--- config.mk ---
export PLATFORM = sky130hd
export DESIGN_NAME = bresenham_line_rasterizer
export DESIGN_NICKNAME = d
export VERILOG_FILES = /design/src/design/blr_pkg.sv /design/src/design/bresenham_line_rasterizer.sv
export SDC_FILE = /design/constraint.sdc
export NUM_CORES = 2
export LEC_CHECK = 0
export BUFFER_PORTS_ARGS = -buffer_cell sky130_fd_sc_hd__buf_2
export CAP_MARGIN = 15
export CORE_ASPECT_RATIO = 1.5
export CORE_MARGIN = 2
export CORE_UTILIZATION = 63
export DETAILED_ROUTE_END_ITERATION = 16
export GPL_TIMING_DRIVEN = 0
export PLACE_DENSITY = 0.83
export SLEW_MARGIN = 15
export SYNTH_ARGS = -nofsm -noshare
export SYNTH_HDL_FRONTEND = slang
export SYNTH_SLANG_ARGS = --single-unit
--- constraint.sdc ---
create_clock -name clk -period 8.65 [get_ports clk]
set_clock_uncertainty 0.15 [all_clocks]
set_input_delay 1.73 -clock clk [delete_from_list [all_inputs] [get_ports clk]]
set_output_delay 1.73 -clock clk [all_outputs]
set_load 0.02 [all_outputs]
--- src/design/blr_pkg.sv ---
// shared types and constants for the bresenham line rasterizer
package blr_pkg;

    localparam int COORD_BITS = 16;
    localparam int INK_BITS   = 24;
    localparam int ADDR_BITS  = 26;
    localparam int MAX_DIM    = 4096;
    localparam int DIM_BITS   = $clog2(MAX_DIM);
    localparam int DIMREG_BITS = 13;
    localparam int STRIDE_BITS = 14;
    localparam int CUR_BITS   = COORD_BITS + 1;
    localparam int DBL_BITS   = COORD_BITS + 2;
    localparam int ERR_BITS   = COORD_BITS + 3;
    localparam int CNT_BITS   = COORD_BITS + 1;
    localparam int RGB_BYTES  = 3;

    // item kinds
    localparam logic KIND_LOAD = 1'b0;
    localparam logic KIND_STEP = 1'b1;

    // register indexes
    localparam logic [1:0] REG_IMAGE_WIDTH  = 2'd0;
    localparam logic [1:0] REG_IMAGE_HEIGHT = 2'd1;
    localparam logic [1:0] REG_ROW_STRIDE   = 2'd2;
    localparam logic [1:0] REG_PIXEL_FORMAT = 2'd3;

    localparam logic [DIMREG_BITS-1:0] WIDTH_RESET  = 13'd640;
    localparam logic [DIMREG_BITS-1:0] HEIGHT_RESET = 13'd480;
    localparam logic [STRIDE_BITS-1:0] STRIDE_RESET = 14'd1920;
    localparam logic                   FORMAT_RESET = 1'b1;

    typedef enum logic [1:0] {
        LINE_VERT = 2'd0,
        LINE_HORZ = 2'd1,
        LINE_XMAJ = 2'd2,
        LINE_YMAJ = 2'd3
    } line_case_t;

    typedef struct packed {
        logic                         kind;
        logic signed [COORD_BITS-1:0] start_x;
        logic signed [COORD_BITS-1:0] start_y;
        logic signed [COORD_BITS-1:0] end_x;
        logic signed [COORD_BITS-1:0] end_y;
        logic [INK_BITS-1:0]          ink;
    } item_t;

    typedef struct packed {
        logic [ADDR_BITS-1:0]         pixel_address;
        logic signed [COORD_BITS-1:0] pixel_x;
        logic signed [COORD_BITS-1:0] pixel_y;
        logic [INK_BITS-1:0]          ink_out;
        logic                         write_enable;
        logic                         line_done;
    } pixel_t;

endpackage

--- src/design/bresenham_line_rasterizer.sv ---
// bresenham line rasterizer: one pixel beat per step beat
// a step beat's pixel is registered into the head entry, or into the skid entry while the head is stalled
// throughput: one item per cycle while item_stall is low; loads give no pixel beat
// a two-entry result buffer absorbs a stall; item_stall rises only when both entries hold
// the single 12x14 address multiply sits between the line state and the result register
// reset: idle (no line), registers 640 / 480 / 1920 / rgb, result buffer empty
module bresenham_line_rasterizer (
    input  logic           clk,
    input  logic           rst_n,
    input  logic           item_valid,
    output logic           item_stall,
    input  blr_pkg::item_t item,
    output logic           pixel_valid,
    input  logic           pixel_stall,
    output blr_pkg::pixel_t pixel,
    input  logic           psel,
    input  logic           penable,
    input  logic           pwrite,
    input  logic [3:0]     paddr,
    input  logic [31:0]    pwdata,
    output logic [31:0]    prdata,
    output logic           pready
);
    import blr_pkg::*;

    // configuration
    logic [DIMREG_BITS-1:0] image_width_reg, image_height_reg;
    logic [STRIDE_BITS-1:0] row_stride_reg;
    logic                   pixel_format_reg;

    // line state
    logic signed [CUR_BITS-1:0] cur_x_reg, cur_x_next;
    logic signed [CUR_BITS-1:0] cur_y_reg, cur_y_next;
    logic signed [ERR_BITS-1:0] error_term_reg, error_term_next;
    logic [DBL_BITS-1:0]        double_dx_reg, double_dx_next;
    logic [DBL_BITS-1:0]        double_dy_reg, double_dy_next;
    logic                       x_neg_reg, x_neg_next;
    logic                       y_neg_reg, y_neg_next;
    logic [CNT_BITS-1:0]        points_left_reg, points_left_next;
    line_case_t                 line_case_reg, line_case_next;
    logic [INK_BITS-1:0]        held_ink_reg, held_ink_next;

    // result buffer
    logic   out_valid_reg, skid_valid_reg;
    pixel_t out_reg, skid_reg;

    logic   cfg_write;
    logic   item_go, load_go, step_go, pop;
    pixel_t result;

    logic [DIMREG_BITS-1:0] w_eff, h_eff;
    logic signed [CUR_BITS:0] w_s, h_s;

    assign pready    = 1'b1;
    assign cfg_write = psel & penable & pwrite & pready;

    always_ff @(posedge clk or negedge rst_n)
    begin
        if (!rst_n)
        begin
            image_width_reg  <= WIDTH_RESET;
            image_height_reg <= HEIGHT_RESET;
            row_stride_reg   <= STRIDE_RESET;
            pixel_format_reg <= FORMAT_RESET;
        end
        else if (cfg_write)
        begin
            case (paddr[3:2])
                REG_IMAGE_WIDTH:  image_width_reg  <= pwdata[DIMREG_BITS-1:0];
                REG_IMAGE_HEIGHT: image_height_reg <= pwdata[DIMREG_BITS-1:0];
                REG_ROW_STRIDE:   row_stride_reg   <= pwdata[STRIDE_BITS-1:0];
                REG_PIXEL_FORMAT: pixel_format_reg <= pwdata[0];
                default: ;
            endcase
        end
    end

    always_comb
    begin
        case (paddr[3:2])
            REG_IMAGE_WIDTH:  prdata = {{(32-DIMREG_BITS){1'b0}}, image_width_reg};
            REG_IMAGE_HEIGHT: prdata = {{(32-DIMREG_BITS){1'b0}}, image_height_reg};
            REG_ROW_STRIDE:   prdata = {{(32-STRIDE_BITS){1'b0}}, row_stride_reg};
            REG_PIXEL_FORMAT: prdata = {31'd0, pixel_format_reg};
            default:          prdata = 32'd0;
        endcase
    end

    // clip bounds, limited to the largest image
    assign w_eff = (image_width_reg > DIMREG_BITS'(MAX_DIM))
                   ? DIMREG_BITS'(MAX_DIM) : image_width_reg;
    assign h_eff = (image_height_reg > DIMREG_BITS'(MAX_DIM))
                   ? DIMREG_BITS'(MAX_DIM) : image_height_reg;
    assign w_s = $signed({{(CUR_BITS+1-DIMREG_BITS){1'b0}}, w_eff});
    assign h_s = $signed({{(CUR_BITS+1-DIMREG_BITS){1'b0}}, h_eff});

    assign item_stall = skid_valid_reg;
    assign item_go    = item_valid & ~item_stall;
    assign load_go    = item_go & (item.kind == KIND_LOAD);
    assign step_go    = item_go & (item.kind == KIND_STEP);
    assign pop        = out_valid_reg & ~pixel_stall;

    // ---------------- pixel for the current point ----------------
    logic                      in_image;
    logic [DIM_BITS-1:0]       px, py;
    logic [DIM_BITS+STRIDE_BITS-1:0] row_off;
    logic [DIM_BITS+1:0]       col_off;

    assign in_image = !cur_x_reg[CUR_BITS-1] && !cur_y_reg[CUR_BITS-1]
                 && (cur_x_reg[COORD_BITS-1:0] < {{(COORD_BITS-DIMREG_BITS){1'b0}}, w_eff})
                 && (cur_y_reg[COORD_BITS-1:0] < {{(COORD_BITS-DIMREG_BITS){1'b0}}, h_eff});
    assign px      = cur_x_reg[DIM_BITS-1:0];
    assign py      = cur_y_reg[DIM_BITS-1:0];
    assign row_off = py * row_stride_reg;
    assign col_off = pixel_format_reg ? ({1'b0, px, 1'b0} + {2'b00, px}) : {2'b00, px};

    always_comb
    begin
        result = '0;
        result.line_done = 1'b1;
        if (points_left_reg != '0)
        begin
            result.pixel_address = in_image
                ? (ADDR_BITS'(row_off) + ADDR_BITS'(col_off)) : '0;
            result.pixel_x      = cur_x_reg[COORD_BITS-1:0];
            result.pixel_y      = cur_y_reg[COORD_BITS-1:0];
            result.ink_out      = pixel_format_reg ? held_ink_reg
                                  : {{(INK_BITS-8){1'b0}}, held_ink_reg[7:0]};
            result.write_enable = in_image;
            result.line_done    = (points_left_reg == CNT_BITS'(1));
        end
    end

    // ---------------- line setup ----------------
    logic signed [CUR_BITS-1:0] x0, y0, x1, y1, dx, dy;
    logic [CUR_BITS-1:0]        adx, ady;
    logic signed [CUR_BITS:0]   lo, hi, a_clip, b_clip;
    logic                       h_empty;

    assign x0  = CUR_BITS'(item.start_x);
    assign y0  = CUR_BITS'(item.start_y);
    assign x1  = CUR_BITS'(item.end_x);
    assign y1  = CUR_BITS'(item.end_y);
    assign dx  = x1 - x0;
    assign dy  = y1 - y0;
    assign adx = dx[CUR_BITS-1] ? CUR_BITS'(-dx) : dx;
    assign ady = dy[CUR_BITS-1] ? CUR_BITS'(-dy) : dy;

    // horizontal span: order, clip to [0, w-1]
    assign lo     = (x0 < x1) ? (CUR_BITS+1)'(x0) : (CUR_BITS+1)'(x1);
    assign hi     = (x0 < x1) ? (CUR_BITS+1)'(x1) : (CUR_BITS+1)'(x0);
    assign a_clip = lo[CUR_BITS] ? '0 : lo;
    assign b_clip = (hi >= w_s) ? (w_s - (CUR_BITS+1)'(1)) : hi;
    assign h_empty = y0[CUR_BITS-1] || ((CUR_BITS+1)'(y0) >= h_s)
                  || (!lo[CUR_BITS] && lo >= w_s) || hi[CUR_BITS] || (a_clip > b_clip);

    // ---------------- next state ----------------
    logic signed [CUR_BITS-1:0] xs, ys;
    logic signed [ERR_BITS-1:0] ddx_s, ddy_s, err_adj;
    logic                       err_pos;

    assign xs      = x_neg_reg ? -(CUR_BITS'(1)) : CUR_BITS'(1);
    assign ys      = y_neg_reg ? -(CUR_BITS'(1)) : CUR_BITS'(1);
    assign ddx_s   = $signed({1'b0, double_dx_reg});
    assign ddy_s   = $signed({1'b0, double_dy_reg});
    assign err_pos = !error_term_reg[ERR_BITS-1];

    always_comb
    begin
        cur_x_next       = cur_x_reg;
        cur_y_next       = cur_y_reg;
        error_term_next  = error_term_reg;
        double_dx_next   = double_dx_reg;
        double_dy_next   = double_dy_reg;
        x_neg_next       = x_neg_reg;
        y_neg_next       = y_neg_reg;
        points_left_next = points_left_reg;
        line_case_next   = line_case_reg;
        held_ink_next    = held_ink_reg;
        err_adj          = error_term_reg;

        if (load_go)
        begin
            held_ink_next   = item.ink;
            x_neg_next      = dx[CUR_BITS-1];
            y_neg_next      = dy[CUR_BITS-1];
            double_dx_next  = {adx, 1'b0};
            double_dy_next  = {ady, 1'b0};
            cur_x_next      = x0;
            cur_y_next      = y0;
            error_term_next = '0;
            if (adx == '0)
            begin
                line_case_next   = LINE_VERT;
                points_left_next = ady;
            end
            else if (ady == '0)
            begin
                line_case_next = LINE_HORZ;
                x_neg_next     = 1'b0;
                if (h_empty)
                    points_left_next = '0;
                else
                begin
                    cur_x_next       = a_clip[CUR_BITS-1:0];
                    points_left_next = CNT_BITS'(b_clip - a_clip + (CUR_BITS+1)'(1));
                end
            end
            else if (adx > ady)
            begin
                line_case_next   = LINE_XMAJ;
                points_left_next = adx;
                error_term_next  = $signed({1'b0, ady, 1'b0}) - $signed(ERR_BITS'(adx));
            end
            else
            begin
                line_case_next   = LINE_YMAJ;
                points_left_next = ady;
                error_term_next  = $signed({1'b0, adx, 1'b0}) - $signed(ERR_BITS'(ady));
            end
        end
        else if (step_go && points_left_reg != '0)
        begin
            points_left_next = points_left_reg - CNT_BITS'(1);
            case (line_case_reg)
                LINE_VERT: cur_y_next = cur_y_reg + ys;
                LINE_HORZ: cur_x_next = cur_x_reg + CUR_BITS'(1);
                LINE_XMAJ:
                begin
                    if (err_pos)
                    begin
                        cur_y_next = cur_y_reg + ys;
                        err_adj    = error_term_reg - ddx_s;
                    end
                    error_term_next = err_adj + ddy_s;
                    cur_x_next      = cur_x_reg + xs;
                end
                LINE_YMAJ:
                begin
                    if (err_pos)
                    begin
                        cur_x_next = cur_x_reg + xs;
                        err_adj    = error_term_reg - ddy_s;
                    end
                    error_term_next = err_adj + ddx_s;
                    cur_y_next      = cur_y_reg + ys;
                end
                default: ;
            endcase
        end
    end

    always_ff @(posedge clk or negedge rst_n)
    begin
        if (!rst_n)
        begin
            cur_x_reg       <= '0;
            cur_y_reg       <= '0;
            error_term_reg  <= '0;
            double_dx_reg   <= '0;
            double_dy_reg   <= '0;
            x_neg_reg       <= 1'b0;
            y_neg_reg       <= 1'b0;
            points_left_reg <= '0;
            line_case_reg   <= LINE_VERT;
            held_ink_reg    <= '0;
        end
        else
        begin
            cur_x_reg       <= cur_x_next;
            cur_y_reg       <= cur_y_next;
            error_term_reg  <= error_term_next;
            double_dx_reg   <= double_dx_next;
            double_dy_reg   <= double_dy_next;
            x_neg_reg       <= x_neg_next;
            y_neg_reg       <= y_neg_next;
            points_left_reg <= points_left_next;
            line_case_reg   <= line_case_next;
            held_ink_reg    <= held_ink_next;
        end
    end

    // ---------------- result buffer: head plus skid entry ----------------
    always_ff @(posedge clk or negedge rst_n)
    begin
        if (!rst_n)
        begin
            out_valid_reg  <= 1'b0;
            skid_valid_reg <= 1'b0;
        end
        else if (skid_valid_reg)
        begin
            if (pop)
                skid_valid_reg <= 1'b0;
        end
        else if (step_go)
        begin
            if (out_valid_reg && !pop)
                skid_valid_reg <= 1'b1;
            else
                out_valid_reg <= 1'b1;
        end
        else if (pop)
            out_valid_reg <= 1'b0;
    end

    always_ff @(posedge clk)
    begin
        if (skid_valid_reg)
        begin
            if (pop)
                out_reg <= skid_reg;
        end
        else if (step_go)
        begin
            if (out_valid_reg && !pop)
                skid_reg <= result;
            else
                out_reg <= result;
        end
    end

    assign pixel_valid = out_valid_reg;
    assign pixel       = out_reg;

    // ---------------- checks ----------------
    a_skid_behind_head: assert property (@(posedge clk) disable iff (!rst_n)
        skid_valid_reg |-> out_valid_reg)
        else $error("skid entry holds a beat while the head is empty");

    a_step_counts_down: assert property (@(posedge clk) disable iff (!rst_n)
        (step_go && points_left_reg != '0) |=>
            (points_left_reg == $past(points_left_reg) - CNT_BITS'(1)))
        else $error("step beat did not consume one point");

    a_idle_stays_idle: assert property (@(posedge clk) disable iff (!rst_n)
        (step_go && points_left_reg == '0) |=> (points_left_reg == '0))
        else $error("step beat while idle started a line");

    a_beat_kept: assert property (@(posedge clk) disable iff (!rst_n)
        (step_go && out_valid_reg && !pop) |=> (out_valid_reg && skid_valid_reg))
        else $error("result beat lost while the head was stalled");

endmodule
==> impl_metrics.csv <==
group,metric,value,unit
logic_synthesis,yosysSeqAreaShare,0.273,
floorplan,start_util,0.635,
global_routing,grt_util_all_layers,0.395,
clock_network,insertion_delay,0.57,ns
logic_synthesis,syn_avg_cell_area,8.86,sq um
clock_network,clock-sinks,342,
detailed_routing,drt-initial-drc-count,2145,
floorplan,die_h,291,microns
critical_path,crit_family,"compound AO/OA/AOI/OAI gates",
sta,worstMarginPinSlew,1.09,ns
logic_synthesis,synth_fa_ha_area_frac,0.221,
detailed_routing,final_antenna_net_count,0,
global_routing,grt_pass1_wl,174000,microns
critical_path,worstSetupStartpointType,"input port",
placement,numPortBuffers,209,
clock_network,root_buffer,"clkbuf_16",
sta,maxSlewHeadroom,0.266,
sta,slew_viol_final,0,
logic_synthesis,synth_xor_area_frac,0.0555,
final_layout,final_area,39400,sq um
final_layout,drive_above_1_share,0.153,
critical_path,slowest_delay,0.52,ns
detailed_routing,wl,114000,microns
sta,hold_violations,0,
logic_synthesis,synthArstFlopShare,0.509,
final_layout,fin_cells,4959,
final_layout,multiInputGateArea,23800,sq um
logic_synthesis,synth.distinct_cells,96,
logic_synthesis,synth-compound-area-share,0.162,
logic_synthesis,ys_ff_latch,342,
critical_path,critPathCaptureType,"flop",
floorplan,fp-row-count,105,
critical_path,worstSetupPathType,"in2reg",
clock_network,clkSlewWorstSetupHoldPaths,0.06,ns
outcome,run_status,"finished clean",
final_layout,nNetsFinal,4881,
flow_run,cap_viol_max_count,0,
critical_path,cp.required,8.93,ns
placement,placed_area,36900,sq um
global_routing,antenna_found_initial,13,
logic_synthesis,muxShareOfSynthArea,0.0646,
detailed_routing,post-route-drc-count,0,
floorplan,die_x,195,microns
global_routing,globalRouteOverflowTotal,0,
critical_path,crit_path_top_delay_cell,"or4_4",
final_layout,seq_area,9410,sq um
clock_network,cts-buffers-inserted,35,
logic_synthesis,synthFlopType,"edfxtp_1",
clock_network,max-clock-path-buffers,3,
sta,finalSetupViolCount,0,
placement,place.gp.congestion,1.01,
detailed_routing,dr.pass1.iters,8,
critical_path,cp.arrival,8.92,ns
sta,timing.hold.ws,0.321,ns
detailed_routing,vias,31300,
final_layout,areaGrowthSynthToFinish,14.2,%
logic_synthesis,yosys-top-cells-area,"edfxtp_1, ha_1, dfrtp_1",
global_routing,grt_pass1_vias,31900,
logic_synthesis,syn_inst,3896,
clock_network,htree_levels,2,
sta,max_freq,0.116,GHz
final_layout,n_fill_cell,4028,
logic_synthesis,synth_top_area_frac,0.146,
detailed_routing,wire_per_inst,22.9,microns
placement,dpl.cell_count,4826,
floorplan,core-area,54400,sq um
floorplan,ioPinCount,251,
critical_path,path_max_fanout,8,
floorplan,die_area,56700,sq um
clock_network,postCtsHoldBufs,0,
critical_path,critPathBufInv,10,
sta,period_needed,8.64,ns
logic_synthesis,yosys_warnings,0,
logic_synthesis,synthSimpleGateAreaFrac,0.160,
logic_synthesis,syn-cell-area,34500,sq um
hold_path,hold_class,"reg2reg",
placement,dpl.hpwl,88300,microns
sta,post-route-period-util,0.999,
logic_synthesis,synth_top_family_by_area,"adder cells",
clock_network,cts_tree,"done",
detailed_routing,via_per_inst,6.30,
logic_synthesis,synth_edf_count,168,
global_routing,grt_max_degree,92,
logic_synthesis,yosys.area.top_type,"edfxtp_1",
cell families after synthesis:
family / count (synthesis)
buf+inv: 552
compound gates: 886
xor+xnor: 218
fa+ha+maj: 524
other cells: 2
mux: 206
flops: 342
simple gates: 1166
placed cells by master (no fill, tap or decap), types with 78 or more instances in the layout:
| master | netlist | layout |
|---|---|---|
| ha_1 | 379 | 355 |
| xor2_1 | 81 | 81 |
| nand2_1 | 468 | 463 |
| clkbuf_1 | 122 | 125 |
| nor2_1 | 227 | 225 |
| a21oi_1 | 254 | 239 |
| buf_2 | 10 | 208 |
| dfrtp_1 | 163 | 162 |
| o21ai_0 | 222 | 215 |
| xnor2_1 | 136 | 134 |
| inv_1 | 385 | 375 |
| mux2_2 | 122 | 119 |
| and2_1 | 101 | 101 |
| fa_1 | 145 | 144 |
| edfxtp_1 | 168 | 168 |
| buf_4 | 20 | 78 |
per-stage QoR:
stage	setup TNS [ns]	setup slack, ns	util
2_1_floorplan	-0.951	-0.201	-
3_3_place_gp	-62.40	-2.03	0.674
3_5_place_dp	-62.19	-2.08	0.678
4_1_cts	0	0.00538	0.713
5_1_grt	-1.38	-0.0945	0.725
6_report	0	0.00832	0.725
layer usage:
| metal | up-vias | global-route usage | part of all wire |
|---|---|---|---|
| li1 | 14200 | - | - |
| met1 | 14800 | 0.394 | 0.33 |
| met2 | 1523 | 0.686 | 0.49 |
| met3 | 681 | 0.0726 | 0.069 |
| met4 | 4 | 0.381 | 0.12 |
| met5 | - | 0 | 0.00025 |
tightest hold or removal path: stages (launching register included):
cell and delay, ns:
dfrtp_1 0.34, nand2_1 0.05, nand2_1 0.05
area by class of cell:
type,count,area share
Antenna cell,12,0.000762
Buffer,163,0.0206
Clock buffer,48,0.0255
Clock inverter,16,0.00673
Inverter,387,0.0376
Multi-Input combinational cell,3019,0.603
Sequential cell,342,0.239
Tap cell,695,0.0221
Timing Repair Buffer,277,0.0450
synth_stat cells, drive strengths merged, types with 12 or more instances:
cell	number
nand2	468
inv	386
ha	379
a21oi	255
o21ai	244
nor2	227
edfxtp	168
dfrtp	163
fa	145
xnor2	137
mux2	124
clkbuf	122
and2	101
mux2i	81
xor2	81
a21o	74
nor3	69
nand3	54
buf	43
nor2b	42
and3	39
nand2b	39
a211oi	37
a31oi	31
or3	31
o21a	29
o31ai	29
o211ai	24
o21bai	24
nand4	23
or2	18
a21boi	15
a22oi	14
nor4	14
a211o	12
worst paths after layout:
| path | slack (ns) | endpoint | cells after the start | start |
|---|---|---|---|---|
| setup / recovery | 0.008 | cur_x_reg[12] | 39 | item[83] |
| hold / removal | 0.32 | held_ink_reg[21] | 2 | held_ink_reg[21] |
| setup reg to reg | 0.46 | pixel[83] | 29 | cur_x_reg[1] |
| hold reg to reg | 0.32 | held_ink_reg[21] | 2 | held_ink_reg[21] |
| max in group asynchronous | 6.36 | image_width_reg[9] | 2 | rst_n |
| min in group asynchronous | 0.99 | held_ink_reg[11] | 1 | rst_n |
timing repair:
| item | in CTS | in global routing |
|---|---|---|
| pin swaps | 26 | 47 |
| gates resized for setup | 69 | 80 |
| endpoints found under the setup margin | 34 | 41 |
| setup buffers | 30 | 29 |
| gates cloned | 0 | 1 |
Power is left out: the tool's default activity adds up to more than one toggle a clock period on the data nets, which glitch-free logic cannot reach.
